**config.mk**
```make
export PLATFORM = sky130hd
export DESIGN_NAME = dbn_mul
export DESIGN_NICKNAME = d
export VERILOG_FILES = /design/src/hdl/dbn_mul.sv
export SDC_FILE = /design/constraint.sdc
export NUM_CORES = 2
export LEC_CHECK = 0
export BUFFER_PORTS_ARGS = -buffer_cell sky130_fd_sc_hd__buf_2
export CAP_MARGIN = 20
export CORE_ASPECT_RATIO = 1.5
export CORE_MARGIN = 4
export CORE_UTILIZATION = 70
export DETAILED_ROUTE_END_ITERATION = 6
export PLACE_DENSITY = 0.95
export SYNTH_ARGS = -nofsm -noshare
export SYNTH_HDL_FRONTEND = slang
export SYNTH_SLANG_ARGS = --single-unit
```
**constraint.sdc**
```tcl
create_clock -name i_clk -period 10.95 [get_ports i_clk]
set_clock_uncertainty 0.1 [all_clocks]
set_input_delay 1.095 -clock i_clk [delete_from_list [all_inputs] [get_ports i_clk]]
set_output_delay 1.095 -clock i_clk [all_outputs]
set_load 0.01 [all_outputs]
```
**src/hdl/dbn_mul.sv**
```systemverilog
// ----------------------------------------------------------------------------
// dbn_mul: shared multiplier
// Unsigned multiplier with registered product.
// ----------------------------------------------------------------------------
module dbn_mul #(
    parameter int unsigned W = 25
) (
    input  logic           i_clk,
    input  logic [W-1:0]   i_a,
    input  logic [W-1:0]   i_b,
    output logic [2*W-1:0] o_p
);
    logic [2*W-1:0] r_p;

    always_ff @(posedge i_clk) begin
        r_p <= i_a * i_b;
    end

    assign o_p = r_p;
endmodule

```
* After elaboration in Yosys (flattened, before gate mapping)
Index checks and enable logic that the tools add are counted.
** Storage, ports and cells
- Output and inout port bits :: 50
- Word-level logic and storage cells :: 2
- Register bits :: 50
** Cells by class
- Multipliers :: 1
** Operators with widths (number)
- $mul A25 B25 Y50 :: 1

* Depth between registers and ports, before layout
- Word-level depth :: 1
- Depth in mapped cells :: 26

* Worst setup path after synthesis
Ideal clock, no wire load.
- Path kind :: input port to flip-flop
- Start :: input port i_b[4]
- End :: register r_p[45] (netlist: o_p[45])
- Data required time :: 10715 ps
- Arrival :: 7131 ps
- Path buffers :: 2
- Stages on the path :: 24
- Setup slack :: 3583 ps
- Path through :: clkbuf_1 > nand2_1 > fa_1 > inv_1 > fa_1 > inv_1 > fa_1 > fa_1 > inv_1 > fa_1 > fa_1 > inv_1 > fa_1 > inv_1 > ha_1 > buf_2 > a21o_1 > a31oi_1 > nand2b_1 > a2111o_1 > a21oi_2 > o31ai_4 > a2111oi_0 > a311oi_1
** Between the ends
- Cells in the longest elaborated chain, start to end :: 1
** Ends and longest elaborated chain
- start: declaration :: line 10 : input logic [W-1:0] i_b,
- $mul A25 B25 Y50 :: line 16 : r_p <= i_a * i_b;
- end signal: assignment :: line 16
- end: declaration :: line 13 : logic [2*W-1:0] r_p;
No other way between the ends.

* Worst setup path after layout
- Start :: input port i_a[13]
- End :: register r_p[47] (netlist: o_p[47])
** Between the ends
- Cells in the longest elaborated chain, start to end :: 1
** Ends and longest elaborated chain
- start: declaration :: line 9 : input logic [W-1:0] i_a,
- $mul A25 B25 Y50 :: line 16
No other way between the ends.

==> flow_summary.toml <==
[synthesis]
seq_area_frac_synth_pct = 4.595
async_flop_share_pct = 0
synth_top_family_by_area = "adder cells"
synth_compound_area_share_pct = 5.226
synth_area_mm2 = 0.02179
synth_top_area_cell = "fa_1"
synthSimpleGateAreaFrac_pct = 17.07
ys_types = 58
synthAdderAreaFrac_pct = 58.96
synthTopCellsByArea = "fa_1 48%, ha_1 11%, inv_1 10%"
yosys.area.top_type_share_pct = 48.33
yosysWarnings = 0
ys_seq_elements = 50
synthMuxAreaShare_pct = 0.1034
synth_nets = 3177
synth.avg_cell_area_um2 = 9.021
synthCells = 2415
synth_most_common_cell = "inv_1"
synthTopCellsByCount = "596 x inv_1, 526 x fa_1, 338 x and2_1"
synthFlopType = "dfxtp_1"
synthXorXnorAreaFrac_pct = 1.769
synth_edf_count = 0

[layout]
nets = 3169
nFillCells = 2073
fin_util_pct = 73.96
layout-drive-gt1-share_pct = 4.944
syn_to_final_growth_pct = 3.371
largest_reg_flops = 50

[global_route]
grt_pass1_wl_um = 97800
antenna_found_initial = 1
first_global_vias = 19570
grt_overflow = 0
grt_usage_pct = 36.73
grt_max_degree = 26

[placed_design]
pre_cts_ws_ns = 2.703
numPortBuffers = 100
gp_congestion = 0.9788
hpwl_um = 48030

[critical_path]
arrival_ns = 8.22
crit_fanout = 25
criticalPathCategory = "input pin to register"
crit_required_ns = 11.04
start_kind = "input pin"
worstSetupEndpointType = "register"
startpoint = "i_a[13]"

[sta]
relSlewSlack_pct = 49.06
rsz0062_at_grt = "false"
layout_setup_ws_ns = 2.817
worst_pin_slew_ns = 0.7641
fin_crit_sh_pct = 74.27
finalHoldViolations = 0
slew_violations = 0
min_period_ns = 8.133
whs_ns = 1.243
setup_viol = 0
timing.setup.tns_ns = 0
fmax_ghz = 0.1230

[detailed_routing]
route.detailed.drc = 0
wl_per_cell_um = 21.74
ant_nets = 0
vias = 17080
vias_per_cell = 6.082
drt_iter0_drc = 1344
wl_um = 61040
drtPass1Iterations = 5

[floorplanning]
die-area_mm2 = 0.03407
io-pin-count = 101
fp.dieH_um = 224.1
rows = 78
core-area_mm2 = 0.03045
dieWidth_um = 152.0
initial_utilization_pct = 71.55

[clock_tree]
clock_sinks = 50
cts_inserted_buffers = 5
cts_setup_buffers = 0
cts_buffer_depth = 2
cts_root_buf = "clkbuf_16"
htreeDepth = 2
clk_pin_slew_ns = 0.07
cts_hold_buffers = 0
cts_tree = "done"
ctsResizeCount = 0

[hold_path]
min_from = "i_a[0]"
hold_class = "input pin to register"

[flow_run]
maxCapViolCount = 0

[run_status]
outcome = "completed"
path summary, 6_finish.rpt:
kind | to | slack (ns) | depth (start not counted)
max | o_p[47] | 2.82 | 25
min | o_p[0] | 1.24 | 2
through the flow:
step / instances / cell area (um2)
finish: 2808 / 22520
detailed placement: 2800 / 22350
CTS: 2807 / 22520
global route: 2808 / 22520
floorplan: 2415 / 21790
global placement: 2800 / 22350
worst max-delay path, cell delays in order:
cell and delay, ns:
buf_2 0.48, nand2_1 0.17, fa_1 0.57, inv_1 0.05, fa_1 0.48, inv_1 0.05, fa_1 0.53, inv_1 0.05
fa_1 0.50, inv_1 0.07, fa_1 0.53, inv_1 0.05, fa_1 0.47, inv_1 0.05, fa_1 0.62, inv_1 0.08
ha_1 0.40, and3_1 0.24, nand3_1 0.08, or3_1 0.35, a31oi_1 0.39, o2111ai_2 0.18, a31oi_1 0.40, a31oi_1 0.16
xnor2_1 0.15
layout by cell type (no fill, tap or decap), types with 2 or more instances in the layout:
cell type	netlist	layout
nor3b_1	3	3
ha_1	185	185
nor2_1	20	20
nand3_1	12	12
a21o_1	37	37
a211o_1	5	5
xor2_1	15	15
nand2_1	320	320
a211oi_1	4	4
nand2b_1	3	3
o31ai_1	3	3
o21ai_1	2	2
o211ai_1	2	2
a31o_2	3	3
a31oi_1	8	8
dfxtp_1	50	50
and2_1	338	338
inv_1	596	596
nand4_1	5	5
a41oi_1	2	2
xnor2_1	29	29
or3_1	4	4
a221oi_2	2	2
a21oi_1	48	48
clkbuf_16	0	5
mux2_2	2	2
o21a_1	3	3
o21bai_1	9	9
fa_1	526	526
nor3_1	6	6
buf_2	5	100
o21ai_0	17	17
a311oi_1	3	3
and3_1	14	14
cell type report:
type                       instances  area (um2)  area share, %
tap                              400       500.5          2.222
multi-input combinational       1654       18110          80.42
clock inverter                     1       30.03         0.1333
timing repair buffer             100       500.5          2.222
sequential                        50        1001          4.445
clock buffer                       6       138.9         0.6167
inverter                         596        2237          9.934
antenna                            1       2.502        0.01111
routing by layer:
metal | wire length, um | global-route usage (%)
met2 | 31370 | 64.63
met4 | 7242 | 33.60
met1 | 17940 | 37.34
met3 | 4493 | 5.431
met5 | 0 | 0
cell families after synthesis:
family,after synthesis
AOI/OAI and AO/OA,165
DFF,50
muxes,2
and+or+nand+nor,732
buffers and inverters,711
adders and majority gates,711
xor gates and xnor gates,44
Power is left out: the tool's default activity adds up to more than one toggle a clock period on the data nets, which glitch-free logic cannot reach.
