$ cat src/hdl/dbn_ram.sv
// ----------------------------------------------------------------------------
// dbn_ram: generic simple dual-port RAM
// One write port, one read port with registered read data.
// ----------------------------------------------------------------------------
module dbn_ram #(
    parameter int unsigned W = 64,
    parameter int unsigned D = 32
) (
    input  logic                 i_clk,
    input  logic                 i_we,
    input  logic [$clog2(D)-1:0] i_waddr,
    input  logic [W-1:0]         i_wdata,
    input  logic [$clog2(D)-1:0] i_raddr,
    output logic [W-1:0]         o_rdata
);
    logic [W-1:0] r_mem [D];
    logic [W-1:0] r_rdata;

    always_ff @(posedge i_clk) begin
        if (i_we) begin
            r_mem[i_waddr] <= i_wdata;
        end
        r_rdata <= r_mem[i_raddr];
    end

    assign o_rdata = r_rdata;
endmodule

$ cat config.mk
export PLATFORM = sky130hd
export DESIGN_NAME = dbn_ram
export DESIGN_NICKNAME = d
export VERILOG_FILES = /design/src/hdl/dbn_ram.sv
export SDC_FILE = /design/constraint.sdc
export NUM_CORES = 2
export LEC_CHECK = 0
export ABC_AREA = 1
export BUFFER_PORTS_ARGS = -buffer_cell sky130_fd_sc_hd__buf_2
export CORE_UTILIZATION = 62
export DETAILED_ROUTE_END_ITERATION = 7
export GPL_ROUTABILITY_DRIVEN = 0
export PLACE_DENSITY = 0.77
export SLEW_MARGIN = 20
export SYNTH_ARGS = -nofsm -noshare
export SYNTH_HDL_FRONTEND = slang
export SYNTH_SLANG_ARGS = --single-unit
export TNS_END_PERCENT = 5
$ cat constraint.sdc
create_clock -name i_clk -period 4.25 [get_ports i_clk]
set_input_delay 0.425 -clock i_clk [delete_from_list [all_inputs] [get_ports i_clk]]
set_output_delay 0.425 -clock i_clk [all_outputs]
set_load 0.05 [all_outputs]
### Word-level counts from Yosys, hierarchy flattened

Memory sizes are Yosys's and may differ from the RTL's. A register that Yosys moved wholly into a read port is not among the register bits.
Cells that the tools add are included.

| storage, ports and cells | value |
|---|---|
| logic and storage cells | 3 |
| output and inout port bits | 64 |
| register bits | 0 |
| RAM bits | 2048 |
| input bits | 76 |
| memories | 1 |

| cells by class | value |
|---|---|
| mux-type cells | 2 |

Memory list:

| name | words | bits a word | read ports | clocked after Yosys merged registers in | write ports | line | text |
|---|---|---|---|---|---|---|---|
| r_mem | 32 | 64 | 1 | 1 | 1 | 16 | `logic [W-1:0] r_mem [D];` |

Operators by type and width:

| operator | number |
|---|---|
| $mux W1 | 2 |

### Depth between registers and ports, before layout

| logic depth | value |
|---|---|
| depth after elaboration | 2 |
| mapped depth | 12 |
| depth with buffers taken out | 9 |

### Least setup slack after synthesis

OpenSTA, ideal clock, no wires.

| timing | value |
|---|---|
| path type | in2reg |
| start point | input i_waddr[0] |
| end point | memory r_mem[8][0] (enable) |
| data arrival time | 3402 ps |
| slack | 361 ps |
| setup time | 486 ps |
| buffers on the path | 0 |
| cell stages on the path | 3 |
| data required time | 3764 ps |
| cell sequence | inv_1 > nand3_1 > nor2_1 |

RTL lines:

| what | line | text |
|---|---|---|
| start: declaration | 11 | `input logic [$clog2(D)-1:0] i_waddr,` |
| end: declaration | 16 |  |

Straight into the memory's write port.

### Final worst setup path

| timing | value |
|---|---|
| start point | register r_rdata[20], in the netlist o_rdata[20] (read register of r_mem) |
| end point | output o_rdata[20] |

RTL lines:

| what | line | text |
|---|---|---|
| start: declaration | 17 | `logic [W-1:0] r_rdata;` |
| end: declaration | 14 | `output logic [W-1:0] o_rdata` |

No word-level cell between the ends.

==> flow_metrics.tcl <==
set metrics [dict create \
    rr_worst_depth 8 \
    setup-tns-final_ps 0 \
    placed_area_sq_mm 0.0856 \
    cts-buffers-inserted 199 \
    synth.avg_cell_area_sq_um 12.3 \
    root_buffer "clkbuf_16" \
    whs_path_depth 1 \
    initial_core_util_pct 62.8 \
    pre_cts_ws_ps 1410 \
    cpPeakStageDelay_ps 520 \
    slew_viol_final 0 \
    crit_path_start "o_rdata[20]" \
    power_density_mw_per_mm2 473 \
    fillerInstances 8598 \
    dp_hpwl_um 104000 \
    setup_viol 0 \
    std_cell_rows 133 \
    path_cells "buf_2" \
    critPathKind "reg -> out" \
    r2r-start "r_mem[1][52]" \
    clock-sinks 2112 \
    clk-insertion-delay-late_ps 840 \
    die-area_sq_mm 0.135 \
    r2r-end "o_rdata[52]" \
    syn_nets 6844 \
    syn_area_sq_mm 0.0830 \
    antenna_found_initial 18 \
    track_usage_pct 32.2 \
    synth_xor_area_share_pct 0 \
    grt_pass1_wl_um 325000 \
    hold_viol 0 \
    yosysWarningCount 0 \
    slew_headroom_pct 25.1 \
    nNetsFinal 6861 \
    worstMarginPinSlew_ps 1120 \
    numPortBuffers 139 \
    coreArea_sq_mm 0.132 \
    multi_input_area_sq_mm 0.0183 \
    cts_buffer_depth 3 \
    hold_path_class "in -> reg" \
    worstSetupEndpointType "output port" \
    cp.arrival_ps 1700 \
    wl_um 219000 \
    rsz0062_at_grt "false" \
    synth-simple-area-share_pct 21.7 \
    startpoint_type "flop" \
    yosys.area_share.adder_pct 0 \
    synth_compound_area_share_pct 0 \
    cap_violations 0 \
    ant_nets 0 \
    cp_num_cells 1 \
    setup_slack_ps 2120 \
    status "finished, final reports clean" \
    grt-ovfl-total 0 \
    drc 0 \
    vias 55100 \
    dieWidth_um 368 \
    worst-endpoint-required_ps 3830 \
    seq_area_frac_synth_pct 75.6 \
    ir_drop_mv 0.369 \
    regArea_sq_mm 0.0628 \
    grt_max_degree 193 \
    rrSetupSlack_ps 2920 \
    area_growth_pct 10.9 \
    drive_above_1_share_pct 8.32 \
    postCtsResizedCells 0 \
    clk_pin_slew_worst_paths_ps 60 \
    cts-htree-levels 4 \
    power_uw 43500 \
    syn_inst 6768 \
    synth_mux_area_share_pct 0 \
    fin_area_sq_mm 0.0920 \
    worstPathMaxFanout 1 \
    min_period_ps 2130 \
    drt_iter0_drc 8645 \
    cpMaxStageDelayCell "dfxtp_1" \
    post_synth_num_cell_types 13 \
    path_delay_family "flip-flops" \
    routedWlPerCell_um 25.1 \
    fp.dieH_um 368 \
    dr.pass1.iters 6 \
    cts_hold_buf 0 \
    vias_per_cell 6.32 \
    post_cts_buffers 0 \
    endpoint "o_rdata[20]" \
    layout_commonest_cell "nand2_1" \
    io_pins 140 \
    skew_ps 29.6 \
    timing.final.crit_share_pct 50.0 \
    final_cell_mix "nand2_1, edfxtp_1, nand3_1, clkbuf_16, buf_2" \
    crit_buf_inv 1 \
    fin_util_pct 69.6 \
    cts_tree "yes" \
    synth_top_family_by_area "simple AND/OR/NAND/NOR gates" \
    first_global_vias 53700 \
    synth_seq_cells 2112 \
    fmax_mhz 470 \
    leakagePower_uw 0.0329 \
]
[layout make-up]
type | count | area share (%)
multi-input combinational | 4208 | 19.9
clock inverter | 98 | 1.02
antenna | 6 | 0.0163
inverter | 10 | 0.0830
sequential | 2112 | 68.2
tap | 1755 | 2.39
clock buffer | 274 | 5.97
timing repair buffer | 254 | 2.40
[worst register-to-register path, stage by stage, from the launching register on]
cell	delay [ps]
edfxtp_1	400
nand2_1	100
nand3_1	80
nand3_1	120
nand2_1	80
nand2_1	170
nand2_1	90
nand2_1	80
nand2_1	100
[per-layer routing]
layer | global-route usage [%] | routed length (um) | vias up | share of wire, %
met2 | 51.3 | 104000 | 3936 | 47
met4 | 13.0 | 8010 | 8 | 3.7
li1 | - | - | 24000 | -
met5 | 0 | 59 | - | 0.027
met1 | 44.1 | 80900 | 26500 | 37
met3 | 6.22 | 26100 | 588 | 12
[through the flow]
| step | hold WS (ps) | cells |
|---|---|---|
| floorplan | 524 | 6768 |
| global placement | 678 | 8339 |
| detailed placement | 685 | 8339 |
| CTS | 19.9 | 8711 |
| global route | 74.6 | 8716 |
| finish | 67.9 | 8717 |
[kinds of logic (layout without fill, tap and decap cells)]
group / count (synthesis) / in the layout
and+or+nand+nor: 4208 / 4208
other: 0 / 6
DFF: 2112 / 2112
buffers and inverters: 448 / 636
[cells in the mapped netlist]
| cell | count | area (sq um) |
|---|---|---|
| nand2_1 | 2376 | 8920 |
| edfxtp_1 | 2048 | 61500 |
| nand3_1 | 1800 | 9010 |
| buf_2 | 275 | 1380 |
| clkbuf_1 | 82 | 308 |
| dfxtp_1 | 64 | 1280 |
| buf_1 | 49 | 184 |
| nor2_1 | 32 | 120 |
| buf_4 | 28 | 210 |
| inv_1 | 7 | 26.3 |
| buf_6 | 4 | 45.0 |
| inv_2 | 2 | 7.51 |
| inv_4 | 1 | 6.26 |
[flip-flops by register name, indices dropped and copies added (netlist names)]
name	cells
o_rdata	64
r_mem	2048
[power breakdown]
part / switching (uW) / internal [uW]
logic: 2090 / 636
registers: 120 / 23100
clock network: 7570 / 9950
total: 9780 / 33700
[how the worst min path moves through the flow]
stage	from	end
after floorplan	i_wdata[0]	r_mem[0][0]
after global placement	r_mem[4][10]	o_rdata[10]
after detailed placement	r_mem[4][20]	o_rdata[20]
after CTS	i_wdata[32]	r_mem[21][32]
after global routing	i_wdata[29]	r_mem[14][29]
final	i_wdata[32]	r_mem[21][32]
Power figures use the tool's default switching activity.
